**config.mk**
```make
export PLATFORM = sky130hd
export DESIGN_NAME = bbd_interp
export DESIGN_NICKNAME = d
export VERILOG_FILES = /design/src/rtl/bayer_bilinear_demosaic_macros.svh /design/src/rtl/bbd_pkg.sv /design/src/rtl/bbd_interp.sv
export SDC_FILE = /design/constraint.sdc
export NUM_CORES = 1
export LEC_CHECK = 0
export BUFFER_PORTS_ARGS = -buffer_cell sky130_fd_sc_hd__buf_4
export CORE_AREA = 2 2 192 118
export DETAILED_ROUTE_END_ITERATION = 6
export DIE_AREA = 0 0 194 120
export GPL_TIMING_DRIVEN = 0
export PLACE_DENSITY = 0.72
export REMOVE_ABC_BUFFERS = 1
export SLEW_MARGIN = 20
export SYNTH_ARGS = -nofsm -noshare
export SYNTH_HDL_FRONTEND = slang
export SYNTH_SLANG_ARGS = --single-unit
```
**constraint.sdc**
```tcl
create_clock -name vclk -period 18.4
set_clock_uncertainty 0.05 [all_clocks]
set_input_delay 3.68 -clock vclk [all_inputs]
set_output_delay 3.68 -clock vclk [all_outputs]
set_load 0.05 [all_outputs]
```
**src/rtl/bayer_bilinear_demosaic_macros.svh**
```systemverilog
// Assertion macros shared by the demosaic RTL.
// Included by the files that carry concurrent checks; no other dependencies.
`ifndef BAYER_BILINEAR_DEMOSAIC_MACROS_SVH
`define BAYER_BILINEAR_DEMOSAIC_MACROS_SVH

`ifndef ASSERT_OFF

`define BBD_ASSERT_IMPLY(lbl, clk, rst_n, ante, cons) \
    lbl: assert property (@(posedge clk) disable iff (!(rst_n)) (ante) |-> (cons)) \
        else $error("same-cycle check failed");

`define BBD_ASSERT_NEXT(lbl, clk, rst_n, ante, cons) \
    lbl: assert property (@(posedge clk) disable iff (!(rst_n)) (ante) |=> (cons)) \
        else $error("next-cycle check failed");

`else

`define BBD_ASSERT_IMPLY(lbl, clk, rst_n, ante, cons)

`define BBD_ASSERT_NEXT(lbl, clk, rst_n, ante, cons)

`endif

`endif

```
**src/rtl/bbd_pkg.sv**
```systemverilog
// Shared constants, types and the CFA lookup for the Bayer demosaic.
// No dependencies; used by every other file except the line buffer and the macros.
`timescale 1ns / 1ps

package bbd_pkg;

    localparam int SAMPLE_W      = 16;
    localparam int COL_W         = 12;
    localparam int ROW_W         = 16;
    localparam int RGB_W         = 18;
    localparam int FRAME_W_BITS  = 13;
    localparam int CFG_DATA_W    = 16;
    localparam int CFG_IDX_W     = 2;
    localparam int LANES         = 4;
    localparam int QUEUE_DEPTH   = 8;
    localparam int QUEUE_PTR_W   = 3;
    localparam int QCNT_W        = QUEUE_PTR_W + 1;

    localparam logic [CFG_IDX_W-1:0] CFG_FRAME_WIDTH  = 2'd0;
    localparam logic [CFG_IDX_W-1:0] CFG_FRAME_HEIGHT = 2'd1;
    localparam logic [CFG_IDX_W-1:0] CFG_CFA_PATTERN  = 2'd2;

    localparam logic [1:0] CLR_RED   = 2'd0;
    localparam logic [1:0] CLR_GREEN = 2'd1;
    localparam logic [1:0] CLR_BLUE  = 2'd2;

    // window row/column taps: oldest, middle, newest
    localparam logic [1:0] SEL_OLD = 2'd0;
    localparam logic [1:0] SEL_MID = 2'd1;
    localparam logic [1:0] SEL_NEW = 2'd2;

    // [pattern][{y odd, x odd}]: RGGB, GRBG, GBRG, BGGR
    localparam logic [0:3][0:3][1:0] CFA_MAP = '{
        '{CLR_RED,   CLR_GREEN, CLR_GREEN, CLR_BLUE },
        '{CLR_GREEN, CLR_RED,   CLR_BLUE,  CLR_GREEN},
        '{CLR_GREEN, CLR_BLUE,  CLR_RED,   CLR_GREEN},
        '{CLR_BLUE,  CLR_GREEN, CLR_GREEN, CLR_RED  }
    };

    typedef struct packed {
        logic [COL_W-1:0] out_col;
        logic [ROW_W-1:0] out_row;
        logic [RGB_W-1:0] red;
        logic [RGB_W-1:0] green;
        logic [RGB_W-1:0] blue;
        logic             frame_end;
    } t_result;

    typedef struct packed {
        logic [1:0] row_up;
        logic [1:0] row_ctr;
        logic [1:0] row_dn;
        logic [1:0] col_lf;
        logic [1:0] col_ctr;
        logic [1:0] col_rt;
        logic       x_odd;
        logic       y_odd;
    } t_lane_ctl;

    function automatic logic [1:0] cfa_colour(logic [1:0] pattern, logic y_odd, logic x_odd);
        return CFA_MAP[pattern][{y_odd, x_odd}];
    endfunction

endpackage

```
**src/rtl/bbd_interp.sv**
```systemverilog
// One interpolation lane: picks taps from the 3x3 window and forms RGB times four.
// Depends on bbd_pkg.
`timescale 1ns / 1ps

module bbd_interp #(
    parameter int SB = 16
) (
    input  logic [1:0]                 i_cfa,
    input  logic [2:0][2:0][SB-1:0]    i_win,
    input  bbd_pkg::t_lane_ctl         i_ctl,
    output logic [bbd_pkg::RGB_W-1:0]  o_red,
    output logic [bbd_pkg::RGB_W-1:0]  o_green,
    output logic [bbd_pkg::RGB_W-1:0]  o_blue
);
    import bbd_pkg::*;

    logic [SB-1:0] pix, up, dn, lf, rt, ul, ur, dl, dr;
    logic [SB:0]   sum_h, sum_v;
    logic [SB+1:0] orth, diag, pix4, hv, vv;
    logic [1:0]    colour, colour_rt;

    assign pix = i_win[i_ctl.row_ctr][i_ctl.col_ctr];
    assign up  = i_win[i_ctl.row_up][i_ctl.col_ctr];
    assign dn  = i_win[i_ctl.row_dn][i_ctl.col_ctr];
    assign lf  = i_win[i_ctl.row_ctr][i_ctl.col_lf];
    assign rt  = i_win[i_ctl.row_ctr][i_ctl.col_rt];
    assign ul  = i_win[i_ctl.row_up][i_ctl.col_lf];
    assign ur  = i_win[i_ctl.row_up][i_ctl.col_rt];
    assign dl  = i_win[i_ctl.row_dn][i_ctl.col_lf];
    assign dr  = i_win[i_ctl.row_dn][i_ctl.col_rt];

    assign sum_h = {1'b0, lf} + {1'b0, rt};
    assign sum_v = {1'b0, up} + {1'b0, dn};
    assign orth  = {1'b0, sum_h} + {1'b0, sum_v};
    assign diag  = ({2'b0, ul} + {2'b0, ur}) + ({2'b0, dl} + {2'b0, dr});
    assign pix4  = {pix, 2'b00};
    assign hv    = {sum_h, 1'b0};
    assign vv    = {sum_v, 1'b0};

    assign colour    = cfa_colour(i_cfa, i_ctl.y_odd, i_ctl.x_odd);
    assign colour_rt = cfa_colour(i_cfa, i_ctl.y_odd, ~i_ctl.x_odd);

    always_comb begin
        case (colour)
            CLR_RED: begin
                o_red   = RGB_W'(pix4);
                o_green = RGB_W'(orth);
                o_blue  = RGB_W'(diag);
            end
            CLR_BLUE: begin
                o_red   = RGB_W'(diag);
                o_green = RGB_W'(orth);
                o_blue  = RGB_W'(pix4);
            end
            default: begin
                o_green = RGB_W'(pix4);
                if (colour_rt == CLR_RED) begin
                    o_red  = RGB_W'(hv);
                    o_blue = RGB_W'(vv);
                end else begin
                    o_red  = RGB_W'(vv);
                    o_blue = RGB_W'(hv);
                end
            end
        endcase
    end

endmodule

```
==> summary.txt <==
Layout
  • Diodes inserted: 0
  • Seq_cells: 0
  • FF/Latch Area: 0 um^2
  • Area Overhead vs Synth: 17.2%
  • Fin cells: ~2,000
  • Post-layout nets: slightly below 2,000
  • Clock buf count: 0
  • Fraction of layout cells with a size suffix above 1: 0.146

STA
  • Fin. max-slew vios: 0
  • Rel. slew slack: 0.201
  • Final Cycle Share: 0.763
  • Post-layout min period: approximately 14 ns
  • Tightest Pin Transition: ~1.2 ns
  • RSZ-0062 raised after global routing: no
  • Final setup violation count: 0
  • Max frequency: roughly 0.071 GHz
  • Total negative slack: 0 ns
  • Final-report hold violation count: 0

Synthesis
  • Syn Std Cell Area: approximately 0.011 mm^2
  • Mapped Cells: 1,599
  • Area leader, netlist: mux2i_1
  • Synth Area in XOR/XNOR: 0.0396
  • Largest family of logic cells by synthesized area: compound AO/OA/AOI/OAI gates
  • Avg Cell Area, Syn: around 6.6 um^2
  • Synth unique cells: 59
  • Synthesis Warnings: 0
  • Adder and majority cell fraction of the synthesized area: 0.150
  • Synth Area in Compound Gates: 0.293
  • Post-synthesis sequential area ratio: 0
  • Post-synthesis simple-gate area fraction: 0.164
  • Yosys top cell area share: 0.286
  • Dominant cells by area after synthesis: mux2i_1 29%, o21ai_0 9.1%, ha_1 8.0%
  • Post-synthesis mux area share: 0.290

Setup path
  • Slowest stage delay, CP: 1.01 ns
  • Req. time, crit path: between 10 and 15 ns
  • CP max stage cell: nand2b_1
  • Critical path data arrival time: ~10 ns
  • Setup CP Type: in2out
  • Setup crit start kind: input pin
  • CP Max Fanout: 50
  • CP Cell Sequence: buf_4 > nand2b_1 > o22ai_1 > ha_1 > fa_1 > a211oi_1 > o21ai_0 > a21oi_1 > xnor2_1 > ha_1 > or4_1 > o211ai_1 > o21ai_0 > maj3_2 > maj3_2 > a41oi_2 > a21oi_1 > o41a_1 > buf_4
  • CP endpoint kind: primary output

Routing
  • DRT iter0 DRCs: roughly 1,200
  • WL final: a little over 40,000 um
  • Detailed-route via count: 12,700
  • Final ANT Viol Nets: 0
  • Vias per inst: roughly 6.4
  • Drt pass-1 iters: 6
  • Drt drc: 0
  • Wirelength per Cell: just over 20 um

Global routing
  • Gr usage total: 0.329
  • Number of global-route vias before repair: 12,200
  • Gr ovfl total: 0
  • Pin count of the biggest net entering global routing: between 50 and 60
  • First-pass GRT wire length: between 60,000 and 70,000 um
  • Initial antenna violation count: 0

Worst hold path
  • Hold path cells: 5
  • HP Class: in2out

Floorplan
  • Core ar.: roughly 0.022 mm^2
  • Die ar.: roughly 0.023 mm^2
  • Chip Width: 194 um
  • Initial Utilization: 0.491
  • Cell Rows: 42
  • # IOs: 214
  • Die H: ~120 um

Placement
  • Detailed Place HPWL: approximately 30,000 um
  • Placed cell count: slightly below 2,000
  • PortBufs: between 200 and 250
  • GPL Wtd Cong: 0.959

Clock network
  • Number of hold buffers added after cts: 0
  • Post-CTS sizing: 0
  • Setup repair bufs after CTS: 0

Run
  • Max Cap Viol: 0

Power and ir drop
  • Static Leak: ~5.9 nW
  • Pwr dens: 80.2 mW/mm^2
  • VDD IR-drop max: 76.8 uV

Run status
  • Status: complete, no violations
## layout by cell type (no fill, tap or decap), drive strengths merged, types with 5 or more instances in the layout
master,count
o211ai,13
ha,68
a21o,19
nor2b,8
a21oi,144
mux2i,304
buf,224
nor3,19
o21bai,7
and3,6
a211oi,10
inv,59
xor2,20
xnor2,28
nand3,5
fa,35
o21ai,209
a31oi,15
o22ai,70
o31ai,9
o21a,12
nor2,123
nand2,224
nand2b,11
## final cells by class
cell class | instances | area, um^2
repair buffers | 224 | 1840
multi-input cells | 1418 | 10000
well taps | 286 | 358
inverters | 59 | 221
fillers | 2084 | 9190
## report_power, final
part	internal (mW)	total, mW	switching, mW
sequential	0	0	0
clock	0	0	0
combinational	0.353	0.999	0.646
total	0.353	0.999	0.646
## per-stage QoR
stage               utilization  total power, mW  instance area [um^2]  hold WS (ns)  worst slack, ns
floorplan                     -            0.678                 10200          7.66             4.91
global placement          0.560            0.953                 12100          8.14             2.24
detailed placement        0.575            0.979                 12500          8.08             4.51
CTS                       0.575            0.984                 12500          8.08             4.48
global route              0.575             1.08                 12500          8.12             4.01
finish                    0.575            0.999                 12500          8.09             4.37
## worst paths after layout
kind | start | end | slack (ns)
setup / recovery | i_ctl[3] | o_green[17] | 4.37
hold / removal | i_ctl[1] | o_blue[8] | 8.09
## routing by layer
layer  global-route usage  routed length (um)  up-vias
li1                     -                   -     5997
met1                0.491               18500     5919
met2                0.504               16800      784
met3               0.0486                4630       44
met4               0.0521                 447        0
met5                    0                   0        -
## cells in the mapped netlist, drive strengths merged, types with 4 or more instances
| library cell | number |
|---|---|
| clkbuf | 95 |
| and3 | 6 |
| inv | 59 |
| o22ai | 70 |
| a211oi | 10 |
| a21oi | 144 |
| a2111oi | 4 |
| fa | 35 |
| o31ai | 9 |
| o21bai | 7 |
| nand4 | 4 |
| a21o | 19 |
| ha | 68 |
| nor2 | 123 |
| a31oi | 15 |
| maj3 | 4 |
| mux2i | 304 |
| nor3 | 19 |
| nor2b | 8 |
| o21ai | 209 |
| o21a | 12 |
| xnor2 | 28 |
| o211ai | 13 |
| buf | 27 |
| nand2 | 224 |
| nand2b | 11 |
| and2 | 4 |
| or3 | 4 |
| nand3 | 5 |
| xor2 | 20 |
| or2 | 4 |
## logic make-up (layout without fill, tap and decap cells)
family / count (synthesis) / count (layout)
compound gates: 536 / 536
buf+inv: 181 / 283
mux: 307 / 307
fa+ha+maj: 107 / 107
simple gates: 420 / 420
xor+xnor: 48 / 48
## worst max-delay path, delay by kind of cell
kind            cells  cell delay [ns]
compound gates      9             2.14
xor+xnor            1             0.15
fa+ha+maj           5             1.78
buf+inv             2             0.98
simple gates        2             1.53
Power figures use the tool's default switching activity.
